[config.mk]
export PLATFORM = sky130hd
export DESIGN_NAME = metered_usage_time_buckets_flat
export DESIGN_NICKNAME = d
export VERILOG_FILES = /design/src/hdl/mutb_pkg.sv /design/src/hdl/mutb_if.sv /design/src/hdl/mutb_div.sv /design/src/hdl/mutb_ram.sv /design/src/hdl/metered_usage_time_buckets.sv /design/src/flat_wrapper.sv
export SDC_FILE = /design/constraint.sdc
export NUM_CORES = 2
export LEC_CHECK = 0
export ABC_CLOCK_PERIOD_IN_PS = 10500
export BUFFER_PORTS_ARGS = -buffer_cell sky130_fd_sc_hd__buf_2
export CAP_MARGIN = 20
export CORE_AREA = 2 2 454 456
export DETAILED_ROUTE_END_ITERATION = 12
export DIE_AREA = 0 0 456 458
export PLACE_DENSITY = 0.76
export SLEW_MARGIN = 30
export SYNTH_ARGS = -nofsm -noshare
export SYNTH_HDL_FRONTEND = slang
export SYNTH_SLANG_ARGS = --single-unit
export TNS_END_PERCENT = 10
[constraint.sdc]
create_clock -name i_clk -period 10.5 [get_ports i_clk]
set_clock_uncertainty 0.05 [all_clocks]
set_input_delay 2.625 -clock i_clk [delete_from_list [all_inputs] [get_ports i_clk]]
set_output_delay 2.625 -clock i_clk [all_outputs]
set_load 0.02 [all_outputs]
[src/hdl/mutb_pkg.sv]
// shared types and constants for the metered usage time bucket block
`timescale 1ns / 1ps

package mutb_pkg;

    localparam int DATA_W     = 32;
    localparam int AGE_W      = 8;
    localparam int HOUR_SLOTS = 24;
    localparam int DAY_SLOTS  = 31;
    localparam int HOUR_W     = $clog2(HOUR_SLOTS);
    localparam int DAY_W      = $clog2(DAY_SLOTS);
    localparam int SLOT_W     = (HOUR_W > DAY_W) ? HOUR_W : DAY_W;
    localparam int AGE_DW     = AGE_W + 1;
    localparam int CFG_IDX_W  = 1;
    localparam int DIV_CW     = $clog2(DATA_W);

    localparam logic [DATA_W-1:0] HOUR_PERIOD_RST = DATA_W'(3600000);
    localparam logic [DATA_W-1:0] DAY_PERIOD_RST  = DATA_W'(86400000);

    typedef enum logic [CFG_IDX_W-1:0] {
        CFG_HOUR_PERIOD = 1'b0,
        CFG_DAY_PERIOD  = 1'b1
    } t_cfg_idx;

    typedef struct packed {
        logic              start;
        logic [DATA_W-1:0] dividend;
        logic [DATA_W-1:0] divisor;
    } t_div_req;

    typedef struct packed {
        logic              done;
        logic [DATA_W-1:0] quotient;
        logic [DATA_W-1:0] remainder;
    } t_div_rsp;

endpackage

[src/hdl/mutb_if.sv]
// channel interfaces: reading input, result output, configuration writes
`timescale 1ns / 1ps

interface mutb_in_if import mutb_pkg::*; ();
    logic              valid;
    logic              ready;
    logic [DATA_W-1:0] now_ms;
    logic              reading_valid;
    logic [DATA_W-1:0] total_milli_m3;
    logic [AGE_W-1:0]  hour_age;
    logic [AGE_W-1:0]  day_age;

    modport source (
        output valid, now_ms, reading_valid, total_milli_m3, hour_age, day_age,
        input  ready
    );
    modport sink (
        input  valid, now_ms, reading_valid, total_milli_m3, hour_age, day_age,
        output ready
    );
endinterface

interface mutb_out_if import mutb_pkg::*; ();
    logic              valid;
    logic              ready;
    logic [DATA_W-1:0] hour_usage;
    logic [DATA_W-1:0] day_usage;
    logic [DATA_W-1:0] today_usage;
    logic [DATA_W-1:0] hours_window_total;
    logic [DATA_W-1:0] days_window_total;

    modport source (
        output valid, hour_usage, day_usage, today_usage, hours_window_total,
               days_window_total,
        input  ready
    );
    modport sink (
        input  valid, hour_usage, day_usage, today_usage, hours_window_total,
               days_window_total,
        output ready
    );
endinterface

interface mutb_cfg_if import mutb_pkg::*; ();
    logic                 valid;
    logic                 ready;
    logic [CFG_IDX_W-1:0] index;
    logic [DATA_W-1:0]    data;

    modport source (output valid, index, data, input ready);
    modport sink (input valid, index, data, output ready);
endinterface

[src/hdl/mutb_div.sv]
// shared restoring divider, one quotient bit per cycle
`timescale 1ns / 1ps

module mutb_div import mutb_pkg::*; (
    input  logic     i_clk,
    input  logic     i_rst_n,
    input  t_div_req i_req,
    output t_div_rsp o_rsp
);

    logic              r_busy, n_busy;
    logic              r_done, n_done;
    logic [DIV_CW-1:0] r_cnt, n_cnt;
    logic [DATA_W-1:0] r_quo, n_quo;
    logic [DATA_W-1:0] r_rem, n_rem;
    logic [DATA_W-1:0] r_dvs, n_dvs;

    logic [DATA_W:0]   shifted;
    logic [DATA_W:0]   diff;
    logic              ge;

    assign shifted = {r_rem, r_quo[DATA_W-1]};
    assign diff    = shifted - {1'b0, r_dvs};
    assign ge      = (shifted >= {1'b0, r_dvs});

    always_comb begin
        n_busy = r_busy;
        n_done = 1'b0;
        n_cnt  = r_cnt;
        n_quo  = r_quo;
        n_rem  = r_rem;
        n_dvs  = r_dvs;
        if (i_req.start && !r_busy) begin
            n_busy = 1'b1;
            n_cnt  = '0;
            n_quo  = i_req.dividend;
            n_rem  = '0;
            n_dvs  = i_req.divisor;
        end else if (r_busy) begin
            n_quo = {r_quo[DATA_W-2:0], ge};
            n_rem = ge ? diff[DATA_W-1:0] : shifted[DATA_W-1:0];
            n_cnt = r_cnt + DIV_CW'(1);
            if (r_cnt == DIV_CW'(DATA_W - 1)) begin
                n_busy = 1'b0;
                n_done = 1'b1;
            end
        end
    end

    always_ff @(posedge i_clk) begin
        if (!i_rst_n) begin
            r_busy <= 1'b0;
            r_done <= 1'b0;
            r_cnt  <= '0;
        end else begin
            r_busy <= n_busy;
            r_done <= n_done;
            r_cnt  <= n_cnt;
        end
        r_quo <= n_quo;
        r_rem <= n_rem;
        r_dvs <= n_dvs;
    end

    assign o_rsp.done      = r_done;
    assign o_rsp.quotient  = r_quo;
    assign o_rsp.remainder = r_rem;

endmodule

[src/hdl/mutb_ram.sv]
// generic single write port, single read port ram with registered read
`timescale 1ns / 1ps

module mutb_ram #(
    parameter int DEPTH  = 24,
    parameter int ADDR_W = 5,
    parameter int DATA_W = 32
) (
    input  logic              i_clk,
    input  logic              i_we,
    input  logic [ADDR_W-1:0] i_waddr,
    input  logic [DATA_W-1:0] i_wdata,
    input  logic [ADDR_W-1:0] i_raddr,
    output logic [DATA_W-1:0] o_rdata
);

    logic [DATA_W-1:0] r_mem [DEPTH];
    logic [DATA_W-1:0] r_rdata;

    always_ff @(posedge i_clk) begin
        if (i_we) begin
            r_mem[i_waddr] <= i_wdata;
        end
        r_rdata <= r_mem[i_raddr];
    end

    assign o_rdata = r_rdata;

endmodule

[src/hdl/metered_usage_time_buckets.sv]
// metered usage time buckets: hour and day usage rings fed by cumulative meter totals
// i_in carries one meter reading per transaction (valid/ready); o_out returns exactly
// one result transaction per reading; i_cfg writes the hour (index 0) and day (index 1)
// period registers and is always ready, writes are expected only while idle.
// a reading with reading_valid low only reports: it reads the aged buckets, then today's bucket, then the result.
// a valid reading runs the shared divider once per ring to count elapsed periods,
// then rotates each ring: a read and a write step per elapsed period while the count
// is below the ring size, else the whole ring is cleared at once.
// the block takes one reading at a time; i_in.ready is high only between readings.
// a finished result sits in the output register until taken, and the next reading may be
// accepted meanwhile; it then waits at its last step while the receiver stalls.
// reset (synchronous, active low) empties both rings through per-entry valid bits,
// zeroes slots, period starts, sums and baseline, and loads the default periods.
`timescale 1ns / 1ps

module metered_usage_time_buckets import mutb_pkg::*; (
    input  logic  i_clk,
    input  logic  i_rst_n,
    mutb_in_if.sink    i_in,
    mutb_out_if.source o_out,
    mutb_cfg_if.sink   i_cfg
);

    typedef enum logic [11:0] {
        S_IDLE      = 12'b000000000001,
        S_DIV       = 12'b000000000010,
        S_DIVW      = 12'b000000000100,
        S_STEP_RD   = 12'b000000001000,
        S_STEP_WR   = 12'b000000010000,
        S_RING_END  = 12'b000000100000,
        S_USAGE     = 12'b000001000000,
        S_ADD       = 12'b000010000000,
        S_RD_AGE    = 12'b000100000000,
        S_RD_TODAY  = 12'b001000000000,
        S_CAP_TODAY = 12'b010000000000,
        S_DONE      = 12'b100000000000
    } t_state;

    typedef enum logic {
        RING_HOUR = 1'b0,
        RING_DAY  = 1'b1
    } t_ring;

    t_state            r_state, n_state;
    t_ring             r_ring, n_ring;
    logic [DATA_W-1:0] r_now, n_now;
    logic [DATA_W-1:0] r_total, n_total;
    logic [AGE_W-1:0]  r_hage, n_hage;
    logic [AGE_W-1:0]  r_dage, n_dage;
    logic [DATA_W-1:0] r_hper, n_hper;
    logic [DATA_W-1:0] r_dper, n_dper;
    logic [DATA_W-1:0] r_hstart, n_hstart;
    logic [DATA_W-1:0] r_dstart, n_dstart;
    logic [HOUR_W-1:0] r_hslot, n_hslot;
    logic [DAY_W-1:0]  r_dslot, n_dslot;
    logic [DATA_W-1:0] r_hsum, n_hsum;
    logic [DATA_W-1:0] r_dsum, n_dsum;
    logic [DATA_W-1:0] r_base, n_base;
    logic              r_known, n_known;
    logic [HOUR_SLOTS-1:0] r_hvld, n_hvld;
    logic [DAY_SLOTS-1:0]  r_dvld, n_dvld;
    logic [SLOT_W-1:0] r_cnt, n_cnt;
    logic [DATA_W-1:0] r_delta, n_delta;
    logic              r_hrv, n_hrv;
    logic              r_drv, n_drv;
    logic [DATA_W-1:0] r_hu, n_hu;
    logic [DATA_W-1:0] r_du, n_du;
    logic [DATA_W-1:0] r_td, n_td;
    logic              r_ovalid, n_ovalid;
    logic [DATA_W-1:0] r_o_hu, n_o_hu;
    logic [DATA_W-1:0] r_o_du, n_o_du;
    logic [DATA_W-1:0] r_o_td, n_o_td;
    logic [DATA_W-1:0] r_o_hsum, n_o_hsum;
    logic [DATA_W-1:0] r_o_dsum, n_o_dsum;

    t_div_req div_req;
    t_div_rsp div_rsp;

    logic              h_we, d_we;
    logic [DATA_W-1:0] h_wdata, d_wdata;
    logic [HOUR_W-1:0] h_raddr;
    logic [DAY_W-1:0]  d_raddr;
    logic [DATA_W-1:0] h_rdata, d_rdata;

    logic              cur_hour;
    logic [DATA_W-1:0] cur_start;
    logic [DATA_W-1:0] cur_period;
    logic [DATA_W-1:0] cur_slots;
    logic [HOUR_W-1:0] h_nxt;
    logic [DAY_W-1:0]  d_nxt;
    logic [AGE_DW-1:0] h_ad, h_aw;
    logic [AGE_DW-1:0] d_ad, d_aw;
    logic [HOUR_W-1:0] h_aaddr;
    logic [DAY_W-1:0]  d_aaddr;
    logic              h_age_ok, d_age_ok;
    logic [DATA_W-1:0] h_bucket, d_bucket;

    mutb_div u_div (
        .i_clk   (i_clk),
        .i_rst_n (i_rst_n),
        .i_req   (div_req),
        .o_rsp   (div_rsp)
    );

    mutb_ram #(
        .DEPTH  (HOUR_SLOTS),
        .ADDR_W (HOUR_W),
        .DATA_W (DATA_W)
    ) u_hour_ram (
        .i_clk   (i_clk),
        .i_we    (h_we),
        .i_waddr (r_hslot),
        .i_wdata (h_wdata),
        .i_raddr (h_raddr),
        .o_rdata (h_rdata)
    );

    mutb_ram #(
        .DEPTH  (DAY_SLOTS),
        .ADDR_W (DAY_W),
        .DATA_W (DATA_W)
    ) u_day_ram (
        .i_clk   (i_clk),
        .i_we    (d_we),
        .i_waddr (r_dslot),
        .i_wdata (d_wdata),
        .i_raddr (d_raddr),
        .o_rdata (d_rdata)
    );

    assign cur_hour   = (r_ring == RING_HOUR);
    assign cur_start  = cur_hour ? r_hstart : r_dstart;
    assign cur_period = cur_hour ? r_hper : r_dper;
    assign cur_slots  = cur_hour ? DATA_W'(HOUR_SLOTS) : DATA_W'(DAY_SLOTS);

    assign h_nxt = (r_hslot == HOUR_W'(HOUR_SLOTS - 1)) ? '0 : r_hslot + HOUR_W'(1);
    assign d_nxt = (r_dslot == DAY_W'(DAY_SLOTS - 1)) ? '0 : r_dslot + DAY_W'(1);

    assign h_ad     = AGE_DW'(r_hslot) - AGE_DW'(r_hage);
    assign h_aw     = h_ad + AGE_DW'(HOUR_SLOTS);
    assign h_aaddr  = h_ad[AGE_DW-1] ? h_aw[HOUR_W-1:0] : h_ad[HOUR_W-1:0];
    assign h_age_ok = (AGE_DW'(r_hage) < AGE_DW'(HOUR_SLOTS));
    assign d_ad     = AGE_DW'(r_dslot) - AGE_DW'(r_dage);
    assign d_aw     = d_ad + AGE_DW'(DAY_SLOTS);
    assign d_aaddr  = d_ad[AGE_DW-1] ? d_aw[DAY_W-1:0] : d_ad[DAY_W-1:0];
    assign d_age_ok = (AGE_DW'(r_dage) < AGE_DW'(DAY_SLOTS));

    assign h_bucket = r_hrv ? h_rdata : '0;
    assign d_bucket = r_drv ? d_rdata : '0;

    assign i_in.ready  = (r_state == S_IDLE);
    assign i_cfg.ready = 1'b1;

    always_comb begin
        n_state  = r_state;
        n_ring   = r_ring;
        n_now    = r_now;
        n_total  = r_total;
        n_hage   = r_hage;
        n_dage   = r_dage;
        n_hper   = r_hper;
        n_dper   = r_dper;
        n_hstart = r_hstart;
        n_dstart = r_dstart;
        n_hslot  = r_hslot;
        n_dslot  = r_dslot;
        n_hsum   = r_hsum;
        n_dsum   = r_dsum;
        n_base   = r_base;
        n_known  = r_known;
        n_hvld   = r_hvld;
        n_dvld   = r_dvld;
        n_cnt    = r_cnt;
        n_delta  = r_delta;
        n_hrv    = r_hrv;
        n_drv    = r_drv;
        n_hu     = r_hu;
        n_du     = r_du;
        n_td     = r_td;
        n_ovalid = r_ovalid && !o_out.ready;
        n_o_hu   = r_o_hu;
        n_o_du   = r_o_du;
        n_o_td   = r_o_td;
        n_o_hsum = r_o_hsum;
        n_o_dsum = r_o_dsum;

        div_req  = '0;
        h_we     = 1'b0;
        d_we     = 1'b0;
        h_wdata  = '0;
        d_wdata  = '0;
        h_raddr  = r_hslot;
        d_raddr  = r_dslot;

        if (i_cfg.valid) begin
            unique case (t_cfg_idx'(i_cfg.index))
                CFG_HOUR_PERIOD: n_hper = i_cfg.data;
                CFG_DAY_PERIOD:  n_dper = i_cfg.data;
                default: ;
            endcase
        end

        unique case (r_state)
            S_IDLE: begin
                if (i_in.valid) begin
                    n_now   = i_in.now_ms;
                    n_total = i_in.total_milli_m3;
                    n_hage  = i_in.hour_age;
                    n_dage  = i_in.day_age;
                    n_ring  = RING_HOUR;
                    n_state = i_in.reading_valid ? S_DIV : S_RD_AGE;
                end
            end
            S_DIV: begin
                div_req.start    = 1'b1;
                div_req.dividend = r_now - cur_start;
                div_req.divisor  = (cur_period == '0) ? DATA_W'(1) : cur_period;
                n_state          = S_DIVW;
            end
            S_DIVW: begin
                if (div_rsp.done) begin
                    if (div_rsp.quotient == '0) begin
                        n_state = S_RING_END;
                    end else begin
                        if (cur_hour) begin
                            n_hstart = r_now - div_rsp.remainder;
                        end else begin
                            n_dstart = r_now - div_rsp.remainder;
                        end
                        if (div_rsp.quotient >= cur_slots) begin
                            // an empty ring reads the same from every slot
                            if (cur_hour) begin
                                n_hvld = '0;
                                n_hsum = '0;
                            end else begin
                                n_dvld = '0;
                                n_dsum = '0;
                            end
                            n_state = S_RING_END;
                        end else begin
                            n_cnt   = div_rsp.quotient[SLOT_W-1:0];
                            n_state = S_STEP_RD;
                        end
                    end
                end
            end
            S_STEP_RD: begin
                if (cur_hour) begin
                    n_hslot = h_nxt;
                    h_raddr = h_nxt;
                    n_hrv   = r_hvld[h_nxt];
                end else begin
                    n_dslot = d_nxt;
                    d_raddr = d_nxt;
                    n_drv   = r_dvld[d_nxt];
                end
                n_state = S_STEP_WR;
            end
            S_STEP_WR: begin
                if (cur_hour) begin
                    n_hsum          = r_hsum - h_bucket;
                    n_hvld[r_hslot] = 1'b0;
                end else begin
                    n_dsum          = r_dsum - d_bucket;
                    n_dvld[r_dslot] = 1'b0;
                end
                n_cnt   = r_cnt - SLOT_W'(1);
                n_state = (r_cnt == SLOT_W'(1)) ? S_RING_END : S_STEP_RD;
            end
            S_RING_END: begin
                if (cur_hour) begin
                    n_ring  = RING_DAY;
                    n_state = S_DIV;
                end else begin
                    n_state = S_USAGE;
                end
            end
            S_USAGE: begin
                n_state = S_RD_AGE;
                priority if (!r_known) begin
                    n_base  = r_total;
                    n_known = 1'b1;
                end else if (r_total < r_base) begin
                    n_base = r_total;
                end else if (r_total > r_base) begin
                    n_delta = r_total - r_base;
                    n_base  = r_total;
                    n_hrv   = r_hvld[r_hslot];
                    n_drv   = r_dvld[r_dslot];
                    n_state = S_ADD;
                end
            end
            S_ADD: begin
                h_we             = 1'b1;
                d_we             = 1'b1;
                h_wdata          = h_bucket + r_delta;
                d_wdata          = d_bucket + r_delta;
                n_hvld[r_hslot]  = 1'b1;
                n_dvld[r_dslot]  = 1'b1;
                n_hsum           = r_hsum + r_delta;
                n_dsum           = r_dsum + r_delta;
                n_state          = S_RD_AGE;
            end
            S_RD_AGE: begin
                h_raddr = h_aaddr;
                d_raddr = d_aaddr;
                n_hrv   = h_age_ok && r_hvld[h_aaddr];
                n_drv   = d_age_ok && r_dvld[d_aaddr];
                n_state = S_RD_TODAY;
            end
            S_RD_TODAY: begin
                n_hu    = h_bucket;
                n_du    = d_bucket;
                d_raddr = r_dslot;
                n_drv   = r_dvld[r_dslot];
                n_state = S_CAP_TODAY;
            end
            S_CAP_TODAY: begin
                n_td    = d_bucket;
                n_state = S_DONE;
            end
            S_DONE: begin
                if (!r_ovalid || o_out.ready) begin
                    n_ovalid = 1'b1;
                    n_o_hu   = r_hu;
                    n_o_du   = r_du;
                    n_o_td   = r_td;
                    n_o_hsum = r_hsum;
                    n_o_dsum = r_dsum;
                    n_state  = S_IDLE;
                end
            end
            default: n_state = S_IDLE;
        endcase
    end

    always_ff @(posedge i_clk) begin
        if (!i_rst_n) begin
            r_state  <= S_IDLE;
            r_ring   <= RING_HOUR;
            r_hper   <= HOUR_PERIOD_RST;
            r_dper   <= DAY_PERIOD_RST;
            r_hstart <= '0;
            r_dstart <= '0;
            r_hslot  <= '0;
            r_dslot  <= '0;
            r_hsum   <= '0;
            r_dsum   <= '0;
            r_base   <= '0;
            r_known  <= 1'b0;
            r_hvld   <= '0;
            r_dvld   <= '0;
            r_cnt    <= '0;
            r_ovalid <= 1'b0;
        end else begin
            r_state  <= n_state;
            r_ring   <= n_ring;
            r_hper   <= n_hper;
            r_dper   <= n_dper;
            r_hstart <= n_hstart;
            r_dstart <= n_dstart;
            r_hslot  <= n_hslot;
            r_dslot  <= n_dslot;
            r_hsum   <= n_hsum;
            r_dsum   <= n_dsum;
            r_base   <= n_base;
            r_known  <= n_known;
            r_hvld   <= n_hvld;
            r_dvld   <= n_dvld;
            r_cnt    <= n_cnt;
            r_ovalid <= n_ovalid;
        end
        r_now    <= n_now;
        r_total  <= n_total;
        r_hage   <= n_hage;
        r_dage   <= n_dage;
        r_delta  <= n_delta;
        r_hrv    <= n_hrv;
        r_drv    <= n_drv;
        r_hu     <= n_hu;
        r_du     <= n_du;
        r_td     <= n_td;
        r_o_hu   <= n_o_hu;
        r_o_du   <= n_o_du;
        r_o_td   <= n_o_td;
        r_o_hsum <= n_o_hsum;
        r_o_dsum <= n_o_dsum;
    end

    assign o_out.valid              = r_ovalid;
    assign o_out.hour_usage         = r_o_hu;
    assign o_out.day_usage          = r_o_du;
    assign o_out.today_usage        = r_o_td;
    assign o_out.hours_window_total = r_o_hsum;
    assign o_out.days_window_total  = r_o_dsum;

endmodule

[src/flat_wrapper.sv]
// flat-port wrapper written by rule: the top's interface ports become plain ports
module metered_usage_time_buckets_flat import mutb_pkg::*;
  (i_clk, i_rst_n, i_in_valid, i_in_now_ms, i_in_reading_valid, i_in_total_milli_m3, i_in_hour_age, i_in_day_age, i_in_ready, o_out_valid, o_out_hour_usage, o_out_day_usage, o_out_today_usage, o_out_hours_window_total, o_out_days_window_total, o_out_ready, i_cfg_valid, i_cfg_index, i_cfg_data, i_cfg_ready);
  mutb_in_if i_in_i ();
  mutb_out_if o_out_i ();
  mutb_cfg_if i_cfg_i ();
  input  logic i_clk;
  input  logic i_rst_n;
  input wire logic [$bits(i_in_i.valid)-1:0] i_in_valid;
  input wire logic [$bits(i_in_i.now_ms)-1:0] i_in_now_ms;
  input wire logic [$bits(i_in_i.reading_valid)-1:0] i_in_reading_valid;
  input wire logic [$bits(i_in_i.total_milli_m3)-1:0] i_in_total_milli_m3;
  input wire logic [$bits(i_in_i.hour_age)-1:0] i_in_hour_age;
  input wire logic [$bits(i_in_i.day_age)-1:0] i_in_day_age;
  output wire logic [$bits(i_in_i.ready)-1:0] i_in_ready;
  output wire logic [$bits(o_out_i.valid)-1:0] o_out_valid;
  output wire logic [$bits(o_out_i.hour_usage)-1:0] o_out_hour_usage;
  output wire logic [$bits(o_out_i.day_usage)-1:0] o_out_day_usage;
  output wire logic [$bits(o_out_i.today_usage)-1:0] o_out_today_usage;
  output wire logic [$bits(o_out_i.hours_window_total)-1:0] o_out_hours_window_total;
  output wire logic [$bits(o_out_i.days_window_total)-1:0] o_out_days_window_total;
  input wire logic [$bits(o_out_i.ready)-1:0] o_out_ready;
  input wire logic [$bits(i_cfg_i.valid)-1:0] i_cfg_valid;
  input wire logic [$bits(i_cfg_i.index)-1:0] i_cfg_index;
  input wire logic [$bits(i_cfg_i.data)-1:0] i_cfg_data;
  output wire logic [$bits(i_cfg_i.ready)-1:0] i_cfg_ready;
  assign i_in_i.valid = i_in_valid;
  assign i_in_i.now_ms = i_in_now_ms;
  assign i_in_i.reading_valid = i_in_reading_valid;
  assign i_in_i.total_milli_m3 = i_in_total_milli_m3;
  assign i_in_i.hour_age = i_in_hour_age;
  assign i_in_i.day_age = i_in_day_age;
  assign i_in_ready = i_in_i.ready;
  assign o_out_valid = o_out_i.valid;
  assign o_out_hour_usage = o_out_i.hour_usage;
  assign o_out_day_usage = o_out_i.day_usage;
  assign o_out_today_usage = o_out_i.today_usage;
  assign o_out_hours_window_total = o_out_i.hours_window_total;
  assign o_out_days_window_total = o_out_i.days_window_total;
  assign o_out_i.ready = o_out_ready;
  assign i_cfg_i.valid = i_cfg_valid;
  assign i_cfg_i.index = i_cfg_index;
  assign i_cfg_i.data = i_cfg_data;
  assign i_cfg_ready = i_cfg_i.ready;
  metered_usage_time_buckets u_core (.i_clk(i_clk), .i_rst_n(i_rst_n), .i_in(i_in_i), .o_out(o_out_i), .i_cfg(i_cfg_i));
endmodule
==> impl_metrics.tcl <==
set metrics [dict create \
    status "finished, final reports clean" \
    crit_path_start_kind "flip-flop" \
    drt_wl_total_um 349500 \
    largest_register "u_core.u_day_ram.r_mem" \
    cp.required_ns 11.29 \
    ios 282 \
    first_pass_iters 7 \
    slew_headroom_pct 30.25 \
    drv_cap 0 \
    leakage_nw 43.85 \
    async_flop_share_pct 0 \
    via_per_inst 6.440 \
    hold_buffers 0 \
    path_cells "inv_1, ha_1, inv_1, fa_1, or4_1, nand3_1, o211a_4, buf_12, buf_4, nand2_1, o21ai_0, o21ai_0, o311a_1" \
    period_minus_slack_ns 6.318 \
    dp_hpwl_um 210900 \
    die_area_um2 208800 \
    synth_common_cells "2194 x edfxtp_1, 1011 x nor2_1, 1007 x nand2_1" \
    core_area_um2 203800 \
    rows 166 \
    cts_sinks 2606 \
    die_y_um 458 \
    clockRootBuffer "clkbuf_16" \
    setup_viol 0 \
    clkLatencyLatePin_ns 0.99 \
    finalSetupTns_ns 0 \
    grt_start_max_net_pins 201 \
    worst_path_max_delay_cell "o211a_4" \
    grt_first_pass_wirelength_um 504700 \
    worst_pin_slew_ns 1.046 \
    use_met3_pct 5.925 \
    h-tree-depth 5 \
    worstPathArrival_ns 7.11 \
    drc 0 \
    crit_path_end_kind "flip-flop" \
    synth_cells 9549 \
    yosysTopAreaCellShare_pct 56.83 \
    synth_top_area_cell "edfxtp_1" \
    drive_gt1_share_pct 10.65 \
    layout_setup_ws_ns 4.182 \
    vias 81740 \
    drt-initial-drc-count 11320 \
    fin_crit_sh_pct 60.17 \
    slowest_delay_ns 0.85 \
    track_usage_pct 32.55 \
    grt_pass1_vias 78000 \
    clock_path_buffers 4 \
    busiest_layer "met2" \
    dp_slack_ns 4.283 \
    worstHoldPathType "reg2reg" \
    path_max_fanout 200 \
    critPathKind "reg2reg" \
    wl_per_cell_um 27.53 \
    portBuffers 280 \
    synthToLayoutAreaGrowth_pct 11.72 \
    use_met2_pct 51.01 \
    grt_use_met1_pct 42.23 \
    synth_area_leaders "edfxtp_1 57%, dfxtp_1 7.1%, mux2i_1 4.1%" \
    yosysMostFrequentCell "edfxtp_1" \
    ys_ff_latch 2606 \
    largest_register_ff_count 992 \
    ir_drop_v 0.0001977 \
    rsz0062_at_grt "false" \
    cts_made_buffers 283 \
    syn_nets 9965 \
    synth_edf_count 2194 \
    max_freq_mhz 158.3 \
    antenna_found_initial 9 \
    finalNetCount 10210 \
    cts_resized 0 \
    syn_area_um2 115900 \
    clkTransAtPathRegs_ns 0.07 \
    hold_viol 0 \
    grt_overflow 0 \
    synth_ff_type "edfxtp_1" \
    ys_seq_area_share_pct 63.95 \
    synth.avg_cell_area_um2 12.14 \
    gp_congestion 0.9867 \
    final_cells 12690 \
    numPlacedInstances 12190 \
    yosysWarnings 0 \
    slew_violations 0 \
    initial_utilization_pct 56.89 \
    ys_types 98 \
    post-cts-setup-buffers 0 \
    antenna_left 0 \
    power_density_nw_per_um2 177.8 \
    cts_tree "yes" \
    reg.largest.list "u_core.u_day_ram.r_mem x992, u_core.u_hour_ram.r_mem x768" \
    die_x_um 456 \
]
placed cells by master (no fill, tap or decap), types with 70 or more instances in the layout:
| master | instances |
|---|---|
| a22oi_1 | 111 |
| and2_1 | 148 |
| nand2_1 | 1003 |
| dfxtp_1 | 410 |
| buf_2 | 279 |
| edfxtp_1 | 2194 |
| mux2i_1 | 476 |
| ha_1 | 287 |
| buf_4 | 176 |
| o21ai_0 | 477 |
| clkbuf_16 | 288 |
| xnor2_1 | 158 |
| nor2_1 | 938 |
| a21oi_1 | 501 |
| xor2_1 | 112 |
| inv_1 | 203 |
| o21ai_1 | 108 |
| nand3_1 | 366 |
| nor3_1 | 70 |
| a21o_1 | 109 |
| o22ai_1 | 138 |
| a211oi_1 | 222 |
report_power, final:
part	switching, W	total, W	leakage [nW]	internal (W)
logic	0.00135	0.00213	18.7	0.000785
clock network	0.00401	0.00961	4.31	0.00560
registers	0.000111	0.0113	20.8	0.0112
path summary, 6_finish.rpt:
path	slack, ns	start	to	depth (start not counted)
min reg2reg	0.32	u_core.r_hu[27]$_DFFE_PP_	u_core.o_out.hour_usage[27]$_DFFE_PP_	0
max	4.18	u_core.r_dslot[0]$_SDFFE_PN0N_	u_core.u_day_ram.o_rdata[10]$_DFF_P_	13
min	0.32	u_core.r_hu[27]$_DFFE_PP_	u_core.o_out.hour_usage[27]$_DFFE_PP_	0
max reg2reg	4.18	u_core.r_dslot[0]$_SDFFE_PN0N_	u_core.u_day_ram.o_rdata[10]$_DFF_P_	13
area by class of cell:
| cell class | count | area, µm² |
|---|---|---|
| repair buffers | 469 | 2985 |
| fillers | 14830 | 74240 |
| clock inverters | 123 | 1121 |
| flip-flops and latches | 2606 | 74140 |
| inverters | 205 | 777.0 |
| well taps | 2688 | 3363 |
| multi-input cells | 6226 | 39420 |
| clock buffers | 367 | 7687 |
| diodes | 9 | 22.52 |
routing by layer:
metal	vias to the layer above	wire, µm
li1	36030	-
met1	39930	129600
met2	4697	159700
met3	1072	35130
met4	10	24880
met5	-	101
stage by stage:
stage               instance area [µm²]  utilization [%]  total power [W]  hold slack (ns)
global route                     129500            63.56          0.02366           0.3265
finish                           129500            63.56          0.02303           0.3154
global placement                 120500            59.13          0.01355           0.3511
CTS                              129400            63.52          0.02305           0.3201
floorplan                        115900                -          0.01300           0.3503
detailed placement               120600            59.20          0.01358           0.3545
cell families after synthesis:
family                     count (synthesis)  share of synthesized area (%)
AOI/OAI and AO/OA                       2187                          11.93
buffers and inverters                    717                          2.663
adders and majority gates                298                          3.279
DFF                                     2606                          63.95
xor gates and xnor gates                 272                          2.073
muxes                                    525                          4.907
and+or+nand+nor                         2943                          11.19
other                                      1                       0.003235
critical path, delay by kind of cell, from the launching register on:
family / cells / cell delay [ns]
AO/OA/AOI/OAI: 4 / 1.46
buffers and inverters: 4 / 1.51
AND/OR/NAND/NOR: 3 / 1.39
flip-flops: 1 / 0.83
adder cells (fa/ha/maj): 2 / 0.72
Note: power is estimated with default switching activity, not from simulation.
